$ cat src/sv/bpp_pkg.sv
// Shared types and constants for the B+tree page parser.
`timescale 1ns / 1ps

package bpp_pkg;

  // Walk position within the page
  typedef enum logic [3:0] {
    PH_MAGIC  = 4'd0,
    PH_COUNT  = 4'd1,
    PH_HEIGHT = 4'd2,
    PH_PREFIX = 4'd3,
    PH_TSIZE  = 4'd4,
    PH_KLEN   = 4'd5,
    PH_KDATA  = 4'd6,
    PH_VLEN   = 4'd7,
    PH_VDATA  = 4'd8,
    PH_CHILD  = 4'd9,
    PH_PAD    = 4'd10
  } phase_e;

  // Byte label reported with each item
  typedef enum logic [3:0] {
    KIND_MAGIC   = 4'd0,
    KIND_COUNT   = 4'd1,
    KIND_HEIGHT  = 4'd2,
    KIND_PREFIX  = 4'd3,
    KIND_TSIZE   = 4'd4,
    KIND_KLEN    = 4'd5,
    KIND_KDATA   = 4'd6,
    KIND_VLEN    = 4'd7,
    KIND_VDATA   = 4'd8,
    KIND_CPAGE   = 4'd9,
    KIND_CLEAF   = 4'd10,
    KIND_CSIZE   = 4'd11,
    KIND_PAD     = 4'd12
  } kind_e;

  // Sticky page status
  typedef enum logic [1:0] {
    ST_OK        = 2'd0,
    ST_BAD_MAGIC = 2'd1,
    ST_TRUNC     = 2'd2,
    ST_BAD_PAD   = 2'd3
  } status_e;

  localparam int unsigned MagicLen     = 6;
  localparam int unsigned TsizeLen     = 8;
  localparam int unsigned ChildPageEnd = 8;
  localparam int unsigned ChildLeafEnd = 16;
  localparam int unsigned ChildLen     = 20;

  localparam logic [7:0] ROOT_MASK   = 8'h80;
  localparam logic [7:0] HEIGHT_MASK = 8'h7f;

  localparam logic [7:0] MAGIC_BYTES [8] = '{8'h4B, 8'h56, 8'h4C, 8'h44,
                                              8'h53, 8'h00, 8'h00, 8'h00};

  // Walker state carried from byte to byte
  typedef struct packed {
    phase_e      phase;
    logic [7:0]  field_pos;
    logic [16:0] elem_cnt;
    logic [15:0] key_count;
    logic        root_flag;
    logic        leaf_flag;
    logic [7:0]  bytes_left;
    status_e     err;
  } walk_state_t;

  localparam walk_state_t WALK_RESET = '{
    phase:      PH_MAGIC,
    field_pos:  8'd0,
    elem_cnt:   17'd0,
    key_count:  16'd0,
    root_flag:  1'b0,
    leaf_flag:  1'b1,
    bytes_left: 8'd0,
    err:        ST_OK
  };

  // Label for one byte
  typedef struct packed {
    kind_e       kind;
    logic [15:0] elem_index;
    logic [7:0]  elem_offset;
    logic [7:0]  data_byte;
    logic        page_end;
    status_e     status;
  } label_t;

endpackage

$ cat src/sv/bpp_step.sv
// Combinational per-byte step: next walker state and the byte's label.
`timescale 1ns / 1ps

module bpp_step (
  input  bpp_pkg::walk_state_t cur_i,
  input  logic [7:0]           data_byte_i,
  input  logic                 last_i,
  output bpp_pkg::walk_state_t nxt_o,
  output bpp_pkg::label_t      label_o
);

  // After the keys: values on a leaf, children on a parent
  function automatic bpp_pkg::walk_state_t enter_vc(bpp_pkg::walk_state_t s);
    bpp_pkg::walk_state_t r;
    r = s;
    r.elem_cnt  = '0;
    r.field_pos = '0;
    if (s.leaf_flag) begin
      r.phase = (s.key_count != '0) ? bpp_pkg::PH_VLEN : bpp_pkg::PH_PAD;
    end else begin
      r.phase = bpp_pkg::PH_CHILD;
    end
    return r;
  endfunction

  // After the header: keys, or straight on when there are none
  function automatic bpp_pkg::walk_state_t enter_data(bpp_pkg::walk_state_t s);
    bpp_pkg::walk_state_t r;
    r = s;
    r.elem_cnt  = '0;
    r.field_pos = '0;
    if (s.key_count != '0) begin
      r.phase = bpp_pkg::PH_KLEN;
    end else begin
      r = enter_vc(r);
    end
    return r;
  endfunction

  function automatic bpp_pkg::walk_state_t next_key(bpp_pkg::walk_state_t s);
    bpp_pkg::walk_state_t r;
    r = s;
    r.elem_cnt = s.elem_cnt + 17'd1;
    if (r.elem_cnt >= {1'b0, s.key_count}) begin
      r = enter_vc(r);
    end else begin
      r.phase = bpp_pkg::PH_KLEN;
    end
    return r;
  endfunction

  function automatic bpp_pkg::walk_state_t next_value(bpp_pkg::walk_state_t s);
    bpp_pkg::walk_state_t r;
    r = s;
    r.elem_cnt = s.elem_cnt + 17'd1;
    r.phase = (r.elem_cnt >= {1'b0, s.key_count}) ? bpp_pkg::PH_PAD : bpp_pkg::PH_VLEN;
    return r;
  endfunction

  bpp_pkg::walk_state_t n;
  bpp_pkg::kind_e       kind;
  logic [15:0]          idx;
  logic [7:0]           off;
  logic [7:0]           fp_inc;
  bpp_pkg::status_e     err_fin;

  assign fp_inc = cur_i.field_pos + 8'd1;

  // Phase update and labeling
  always_comb begin
    n    = cur_i;
    kind = bpp_pkg::KIND_PAD;
    idx  = '0;
    off  = '0;
    case (cur_i.phase)
      bpp_pkg::PH_MAGIC: begin
        kind = bpp_pkg::KIND_MAGIC;
        off  = cur_i.field_pos;
        if (data_byte_i != bpp_pkg::MAGIC_BYTES[cur_i.field_pos[2:0]]) begin
          if (cur_i.err == bpp_pkg::ST_OK) n.err = bpp_pkg::ST_BAD_MAGIC;
          n.phase = bpp_pkg::PH_PAD;
        end else if (fp_inc >= 8'(bpp_pkg::MagicLen)) begin
          n.field_pos = '0;
          n.phase     = bpp_pkg::PH_COUNT;
        end else begin
          n.field_pos = fp_inc;
        end
      end
      bpp_pkg::PH_COUNT: begin
        kind = bpp_pkg::KIND_COUNT;
        off  = cur_i.field_pos;
        if (cur_i.field_pos == '0) begin
          n.key_count = {data_byte_i, 8'd0};
          n.field_pos = 8'd1;
        end else begin
          n.key_count = {cur_i.key_count[15:8], cur_i.key_count[7:0] | data_byte_i};
          n.field_pos = '0;
          n.phase     = bpp_pkg::PH_HEIGHT;
        end
      end
      bpp_pkg::PH_HEIGHT: begin
        kind        = bpp_pkg::KIND_HEIGHT;
        n.root_flag = (data_byte_i & bpp_pkg::ROOT_MASK) != '0;
        n.leaf_flag = (data_byte_i & bpp_pkg::HEIGHT_MASK) == '0;
        n.phase     = bpp_pkg::PH_PREFIX;
      end
      bpp_pkg::PH_PREFIX: begin
        kind = bpp_pkg::KIND_PREFIX;
        if (cur_i.root_flag) begin
          n.field_pos = '0;
          n.phase     = bpp_pkg::PH_TSIZE;
        end else begin
          n = enter_data(cur_i);
        end
      end
      bpp_pkg::PH_TSIZE: begin
        kind = bpp_pkg::KIND_TSIZE;
        off  = cur_i.field_pos;
        n.field_pos = fp_inc;
        if (fp_inc >= 8'(bpp_pkg::TsizeLen)) n = enter_data(n);
      end
      bpp_pkg::PH_KLEN, bpp_pkg::PH_VLEN: begin
        kind = (cur_i.phase == bpp_pkg::PH_KLEN) ? bpp_pkg::KIND_KLEN : bpp_pkg::KIND_VLEN;
        idx  = cur_i.elem_cnt[15:0];
        if (data_byte_i != '0) begin
          n.bytes_left = data_byte_i;
          n.field_pos  = '0;
          n.phase = (cur_i.phase == bpp_pkg::PH_KLEN) ? bpp_pkg::PH_KDATA : bpp_pkg::PH_VDATA;
        end else if (cur_i.phase == bpp_pkg::PH_KLEN) begin
          n = next_key(cur_i);
        end else begin
          n = next_value(cur_i);
        end
      end
      bpp_pkg::PH_KDATA, bpp_pkg::PH_VDATA: begin
        kind = (cur_i.phase == bpp_pkg::PH_KDATA) ? bpp_pkg::KIND_KDATA
                                                   : bpp_pkg::KIND_VDATA;
        idx  = cur_i.elem_cnt[15:0];
        off  = cur_i.field_pos;
        n.field_pos  = fp_inc;
        n.bytes_left = cur_i.bytes_left - 8'd1;
        if (n.bytes_left == '0) begin
          if (cur_i.phase == bpp_pkg::PH_KDATA) n = next_key(n);
          else                                  n = next_value(n);
        end
      end
      bpp_pkg::PH_CHILD: begin
        idx = cur_i.elem_cnt[15:0];
        if (cur_i.field_pos < 8'(bpp_pkg::ChildPageEnd)) begin
          kind = bpp_pkg::KIND_CPAGE;
          off  = cur_i.field_pos;
        end else if (cur_i.field_pos < 8'(bpp_pkg::ChildLeafEnd)) begin
          kind = bpp_pkg::KIND_CLEAF;
          off  = cur_i.field_pos - 8'(bpp_pkg::ChildPageEnd);
        end else begin
          kind = bpp_pkg::KIND_CSIZE;
          off  = cur_i.field_pos - 8'(bpp_pkg::ChildLeafEnd);
        end
        n.field_pos = fp_inc;
        if (fp_inc >= 8'(bpp_pkg::ChildLen)) begin
          n.field_pos = '0;
          n.elem_cnt  = cur_i.elem_cnt + 17'd1;
          if (n.elem_cnt > {1'b0, cur_i.key_count}) n.phase = bpp_pkg::PH_PAD;
        end
      end
      default: begin
        kind = bpp_pkg::KIND_PAD;
        if (data_byte_i != '0 && cur_i.err == bpp_pkg::ST_OK) n.err = bpp_pkg::ST_BAD_PAD;
        n.phase = bpp_pkg::PH_PAD;
      end
    endcase
  end

  // Truncation check on the final byte
  always_comb begin
    err_fin = n.err;
    if (last_i && n.phase != bpp_pkg::PH_PAD && n.err == bpp_pkg::ST_OK) begin
      err_fin = bpp_pkg::ST_TRUNC;
    end
  end

  // Final byte returns the walker to its start
  always_comb begin
    nxt_o = n;
    nxt_o.err = err_fin;
    if (last_i) nxt_o = bpp_pkg::WALK_RESET;
  end

  assign label_o = '{
    kind:        kind,
    elem_index:  idx,
    elem_offset: off,
    data_byte:   data_byte_i,
    page_end:    last_i,
    status:      err_fin
  };

endmodule

$ cat src/sv/btree_page_parser.sv
// Top level: B+tree page byte labeler with walker state and output register.
`timescale 1ns / 1ps
// An accepted input item's label is registered and shown on the output in the next cycle.
// Throughput: one item per cycle when not stalled; the walk update is one combinational step.
// The output register frees up in the cycle it is taken, so input keeps flowing.
// Reset (rst_ni low, async): walker at the start of a page, no status, output empty.

module btree_page_parser (
  input  logic        clk_i,
  input  logic        rst_ni,
  input  logic        s_axis_tvalid_i,
  output logic        s_axis_tready_o,
  input  logic [7:0]  s_axis_tdata_i,   // [7:0] data_byte
  input  logic        s_axis_tlast_i,   // last
  output logic        m_axis_tvalid_o,
  input  logic        m_axis_tready_i,
  output logic [39:0] m_axis_tdata_o,   // [15:0] element_index, [23:16] element_offset,
                                        // [31:24] byte_out, [33:32] status, [39:34] zero
  output logic [3:0]  m_axis_tuser_o,   // [3:0] kind
  output logic        m_axis_tlast_o    // page_end
);

  bpp_pkg::walk_state_t state_q, state_d;
  bpp_pkg::label_t      label_d, label_q;
  logic                 out_valid_q;
  logic                 in_acc;

  assign s_axis_tready_o = !out_valid_q || m_axis_tready_i;
  assign in_acc          = s_axis_tvalid_i && s_axis_tready_o;

  bpp_step u_step (
    .cur_i       (state_q),
    .data_byte_i (s_axis_tdata_i),
    .last_i      (s_axis_tlast_i),
    .nxt_o       (state_d),
    .label_o     (label_d)
  );

  // Walker state and output valid
  always_ff @(posedge clk_i or negedge rst_ni) begin
    if (!rst_ni) begin
      state_q     <= bpp_pkg::WALK_RESET;
      out_valid_q <= 1'b0;
    end else begin
      if (in_acc) begin
        state_q     <= state_d;
        out_valid_q <= 1'b1;
      end else if (m_axis_tready_i) begin
        out_valid_q <= 1'b0;
      end
    end
  end

  // Output payload
  always_ff @(posedge clk_i) begin
    if (in_acc) label_q <= label_d;
  end

  assign m_axis_tvalid_o = out_valid_q;
  assign m_axis_tdata_o  = {6'd0, label_q.status, label_q.data_byte,
                            label_q.elem_offset, label_q.elem_index};
  assign m_axis_tuser_o  = label_q.kind;
  assign m_axis_tlast_o  = label_q.page_end;

endmodule

$ cat config.mk
export PLATFORM = sky130hd
export DESIGN_NAME = btree_page_parser
export DESIGN_NICKNAME = d
export VERILOG_FILES = /design/src/sv/bpp_pkg.sv /design/src/sv/bpp_step.sv /design/src/sv/btree_page_parser.sv
export SDC_FILE = /design/constraint.sdc
export NUM_CORES = 1
export LEC_CHECK = 0
export ABC_AREA = 1
export BUFFER_PORTS_ARGS = -buffer_cell sky130_fd_sc_hd__buf_2
export CORE_ASPECT_RATIO = 1.4
export CORE_MARGIN = 5
export CORE_UTILIZATION = 40
export CTS_BUF_LIST = sky130_fd_sc_hd__clkbuf_2
export CTS_CLUSTER_DIAMETER = 120
export DETAILED_ROUTE_END_ITERATION = 10
export GPL_ROUTABILITY_DRIVEN = 0
export PLACE_DENSITY_LB_ADDON = 0.05
export SETUP_SLACK_MARGIN = 0.5
export SLEW_MARGIN = 30
export SYNTH_ARGS = -nofsm -noshare
export SYNTH_HDL_FRONTEND = slang
export SYNTH_SLANG_ARGS = --single-unit
export TNS_END_PERCENT = 20
$ cat constraint.sdc
create_clock -name clk_i -period 4 [get_ports clk_i]
set_input_delay 0.2 -clock clk_i [delete_from_list [all_inputs] [get_ports clk_i]]
set_output_delay 0.2 -clock clk_i [all_outputs]
set_load 0.005 [all_outputs]
# --- Yosys cells after proc, flatten, opt, wreduce, memory -nomap -nowiden ---
# Memory sizes are Yosys's and may differ from the RTL's.
# Cells that the tools add are included.
totals:
  memories: 1
  mem_bits_ro: 64
  regBits: 97
mem_list:
  columns: ["name", "depth", "width", "read_ports", "rd_clocked_by_memory_dff", "write_ports", "line_no", "text"]
  rows:
  - ["(name not given)", 8, 8, 1, 0, 0, "bpp_step.sv:79", "if (data_byte_i != bpp_pkg::MAGIC_BYTES[cur_i.field_pos[2:0]]) begin"]
classes:
  addsub: 5
  n_mux: 52
  n_reduce_logical: 34
  n_eq_ne: 24
  bitwise_logic: 2
  order_cmp: 8
op_table:
  columns: ["operator", "count"]
  rows:
  - ["57-bit two-way mux", 5]
  - ["53-bit two-way mux", 2]
  - ["17-bit case mux with 5 select lines", 1]
  - ["16-bit case mux with 5 select lines", 1]
  - ["4-bit case mux with 8 select lines", 2]
  - ["8-bit two-way mux", 7]
  - ["8-bit case mux with 7 select lines", 1]
  - ["4-bit two-way mux", 12]
  - ["45-bit two-way mux", 1]
  - ["35-bit two-way mux", 1]
  - ["8-bit case mux with 4 select lines", 1]
  - ["29-bit two-way mux", 1]
  - ["8-bit zero test", 3]
  - ["12-bit two-way mux", 2]
  - ["17-bit by 1-bit adder with 17-bit output, second input constant", 1]
  - ["17-bit by 16-bit greater-or-equal comparator with 1-bit output", 1]
  - ["17-bit by 16-bit > comparator with 1-bit output", 1]
  - ["4-bit by 3-bit == test with 1-bit output, second input constant", 4]
  - ["16-bit two-way mux", 1]
  - ["8-bit case mux with 2 select lines", 1]
  - ["16-bit nonzero test", 1]
  - ["8-bit nonzero test", 2]
  - ["5-bit AND reduction", 3]
  - ["2-bit two-way mux", 7]
  - ["37 further kinds", 63]

# --- Logic depth before layout (Yosys ltp) ---
logic_depth:
  word_depth: 12
  ltp_mapped: 25

# --- Hierarchy ---
# A second synthesis with hierarchy kept.
hier_totals:
  hier_cells: 1025
  area_unflattened_um2: 7120.6
by_module_without_submodules:
  columns: ["module", "area_per_inst_um2", "cells_per_inst", "n_inst", "seq_area_each_um2"]
  rows:
  - ["bpp_step", 3611.0, 727, 1, 0.0]
  - ["btree_page_parser", 3509.6, 298, 1, 2623.8]

# --- Worst setup path before layout ---
# OpenSTA, ideal clock, no wires.
synth_path:
  kind: "register to register"
  from: "register state_q[28] (netlist bit)"
  to: "register state_q[50] (netlist bit)"
  setup_ns: 0.065
  path_stages_with_launch: 24
  arrival_ns: 3.001
  path_slack_ns: 0.934
  period_less_slack_ns: 3.066
  required_time_ns: 3.935
  path_cell_list: "dfrtp_1 ha_1 nand3_2 nor3_4 nand3_2 nor3_1 xor2_1 inv_1 ha_1 nand2_1 nor3_1 nand2_1 nand2_1 nand2_1 nand2_1 nand2_1 nand3_4 nand2_2 nand2_1 nand3_2 buf_6 nor3_1 nand2_1 nand2_1"
synth_between:
  elab_chain_cells: 7
  elab_cells_between_ends: 9
synth_lines:
  columns: ["item", "line_no", "text"]
  rows:
  - ["start, declared", "btree_page_parser.sv:23", "bpp_pkg::walk_state_t state_q, state_d;"]
  - ["start signal, assigned", "btree_page_parser.sv:42", "state_q <= bpp_pkg::WALK_RESET;"]
  - ["start signal, assigned", "btree_page_parser.sv:46", "state_q <= state_d;"]
  - ["17-bit by 1-bit adder with 17-bit output *", "bpp_step.sv:43", "r.elem_cnt = s.elem_cnt + 17'd1;"]
  - ["17-bit by 16-bit greater-or-equal comparator with 1-bit output *", "bpp_step.sv:44", "if (r.elem_cnt >= {1'b0, s.key_count}) begin"]
  - ["53-bit two-way mux", "bpp_step.sv:44", null]
  - ["57-bit two-way mux", "bpp_step.sv:143", "if (cur_i.phase == bpp_pkg::PH_KDATA) n = next_key(n);"]
  - ["57-bit two-way mux", "bpp_step.sv:142", "if (n.bytes_left == '0) begin"]
  - ["8-bit case mux with 7 select lines", "bpp_step.sv:75", "case (cur_i.phase)"]
  - ["57-bit two-way mux", "bpp_step.sv:186", "if (last_i) nxt_o = bpp_pkg::WALK_RESET;"]
# Every way passes the cells marked *; elsewhere a longest branch is shown, timed or not. The select of a mux whose other input is x is not followed.
# A chain may end at the register's enable or synchronous reset.

# --- Worst setup path after layout ---
layout_path:
  from: "register state_q[29] (netlist bit)"
  to: "register state_q[36] (netlist bit)"
layout_between:
  elab_chain_cells: 7
  elab_cells_between_ends: 11
layout_lines:
  columns: ["item", "line_no"]
  rows:
  - ["17-bit by 1-bit adder with 17-bit output *", "bpp_step.sv:43, bpp_step.sv:55, bpp_step.sv:162"]
  - ["17-bit by 16-bit greater-or-equal comparator with 1-bit output", "bpp_step.sv:44"]
  - ["53-bit two-way mux", "bpp_step.sv:44"]
  - ["57-bit two-way mux, on equally long branches", "bpp_step.sv:143, bpp_step.sv:129"]
  - ["57-bit two-way mux or 35-bit two-way mux (tied branches)", "bpp_step.sv:142, bpp_step.sv:125"]
  - ["17-bit case mux with 5 select lines *", "bpp_step.sv:75"]
  - ["57-bit two-way mux *", "bpp_step.sv:186"]
# Marks and branches as above.

==> reports/metrics.yaml <==
run_status:
  status: "completed"
setup_path:
  criticalPathCategory: "reg2reg"
  cp.required_ps: 4510
  critPathLaunchType: "flip-flop"
  worst_setup_path_end_kind: "flip-flop"
  crit_arrival_ps: 3960
  critPathMaxFanout: 8
power_and_ir_drop:
  ir_worst_vdd_uv: 244
  total_power_mw: 3.42
  p_leak_nw: 3.28
  powerDensity_nw_per_um2: 483
sta:
  fin_crit_sh_pct: 86.2
  slew_headroom_pct: 54.5
  maxSlewViolCount: 0
  finClkSkew_ps: 27.9
  whs_ps: 134
  hold_viol: 0
  worst_pin_slew_ps: 682
  rsz0062_at_grt: "yes"
  clock.fmax_mhz: 290
  setup_slack_ps: 553
  finalSetupViolations: 0
  post-route-min-period_ps: 3450
  tns_ps: 0
logic_synthesis:
  yosys_warnings: 0
  async_reset_ff_share_pct: 59.8
  synth_edf_count: 39
  synth_ff_type: "dfrtp_1"
  synthCells: 723
  avgSynthCellArea_sq_um: 8.30
  synth_cell_types: 44
  synthesis.area_sq_um: 6000
  ys_seq_area_share_pct: 43.7
  ys_ff_latch: 97
route:
  drc: 0
  viasPerCell: 5.19
  ant_nets: 0
  drt_iter0_drc: 339
  vias: 5246
  wire_per_inst_um: 16.7
  drt_first_pass_iters: 5
  wirelength_um: 16900
final_layout:
  final_cell_mix: "nand2_1 (131), inv_1 (90), nor2_1 (74), dfrtp_1 (57), buf_2 (53)"
  fin_area_sq_um: 7070
  syn_to_final_growth_pct: 17.8
  fin_util_pct: 47.6
  nNetsFinal: 854
  mostFrequentLayoutCell: "nand2_1"
  final_cell_count_no_fill: 1010
  drive_above_1_share_pct: 22.9
clocking:
  root_buffer: "clkbuf_2"
  clk_latency_ps: 610
  cts_inserted_buffers: 9
  cts_sinks: 97
  cts_tree: "done"
  htreeDepth: 3
  cts_buffer_depth: 2
  path_clk_slew_ps: 280
global_routing:
  grt-ovfl-total: 0
  grt_pass1_vias: 5153
  grt_pass1_wl_um: 26400
  grt_max_degree: 46
  grt_usage_pct: 18.9
  antenna_found_initial: 1
place:
  portBuffers: 53
  dp_hpwl_um: 12100
  dpl.cell_count: 958
  pre_cts_ws_ps: 387
  placed_area_sq_um: 6430
floorplan:
  core_area_sq_um: 14900
  ios: 60
  start_util_pct: 40.4
  rows: 53
  die_w_um: 114
  die_height_um: 155
  die-area_sq_um: 17600
job:
  drv_cap: 0
worst_hold_path:
  hold_path.class: "in2reg"
==> layout make-up <==
class,instances,area (sq um)
antenna,1,2.50
clock buffer,9,45.0
clock inverter,7,72.6
fill,1501,7780
inverter,109,409
multi-input combinational,506,3100
sequential,97,2620
tap,192,240
timing repair buffer,89,577
==> synth_stat cells (all sizes together), types with 3 or more instances <==
master    n  area [sq um]
nand2   143           549
inv     109           409
nor2     81           327
nand3    61           388
dfrtp    57          1430
o21ai    57           323
edfxtp   39          1170
ha       29           363
xor2     28           245
nor3     26           179
a21oi    25           129
nand4    17           119
buf      13           101
o22ai    11          68.8
clkbuf    6          22.5
nor4      3          18.8
xnor2     3          26.3
==> state kept, by name, indices dropped and copies added (netlist names) <==
name and flops:
m_axis_tdata_o 34, m_axis_tlast_o 1, state_q 57, m_axis_tvalid_o 1, m_axis_tuser_o 4
==> path summary, 6_finish.rpt <==
check	start	to	slack [ps]	cells past startpoint
setup / recovery	state_q[29]	state_q[36]	550	20
hold / removal	s_axis_tvalid_i	m_axis_tvalid_o	130	3
setup reg to reg	state_q[29]	state_q[36]	550	20
hold reg to reg	m_axis_tvalid_o	m_axis_tvalid_o	560	2
max in group asynchronous	rst_ni	state_q[2]	2960	3
min in group asynchronous	rst_ni	state_q[18]	190	3
==> repair_timing <==
item / in CTS / in global routing
buffers inserted: 2 / 18
hold buffers: 12 / 0
gates cloned: 0 / 3
gates resized for setup: 4 / 41
endpoints found under the hold margin: 92 / 0
pin swaps: 1 / 22
endpoints found under the setup margin: 25 / 30
==> worst max-delay path, cell delays in order (launching register included) <==
cell and delay [ps]:
dfrtp_1 510, nand3_2 130, nor2_2 140, nand2_2 80, nor2_4 120, nand4_1 180, nor3_4 230, buf_4 150
nand3_1 70, xor2_1 180, ha_1 290, nand2_1 100, nor3_2 120, nand4_1 180, nand3_4 210, nand2_2 90
a21oi_4 180, buf_4 150, nand2_4 110, nand3_2 110, o21ai_2 50
==> cells by family after synthesis <==
family | synth area share [%]
AO/OA/AOI/OAI | 9.97
other | 0.0625
flip-flops | 43.7
adder cells (fa/ha/maj) | 6.05
XOR/XNOR | 4.52
AND/OR/NAND/NOR | 26.8
buffers and inverters | 8.88
==> report_power, final <==
group | internal (mW) | total [mW] | switching (mW)
combinational | 0.527 | 1.57 | 1.04
sequential | 1.22 | 1.35 | 0.131
clock | 0.102 | 0.493 | 0.391
total | 1.85 | 3.42 | 1.56
==> routing by layer <==
metal	GRT usage (%)	up-vias	wire, um
met5	0	-	0
met4	7.10	0	467
met2	35.6	140	9330
li1	-	2559	-
met3	2.61	30	551
met1	21.4	2517	6570
(Power assumes the default switching activity.)
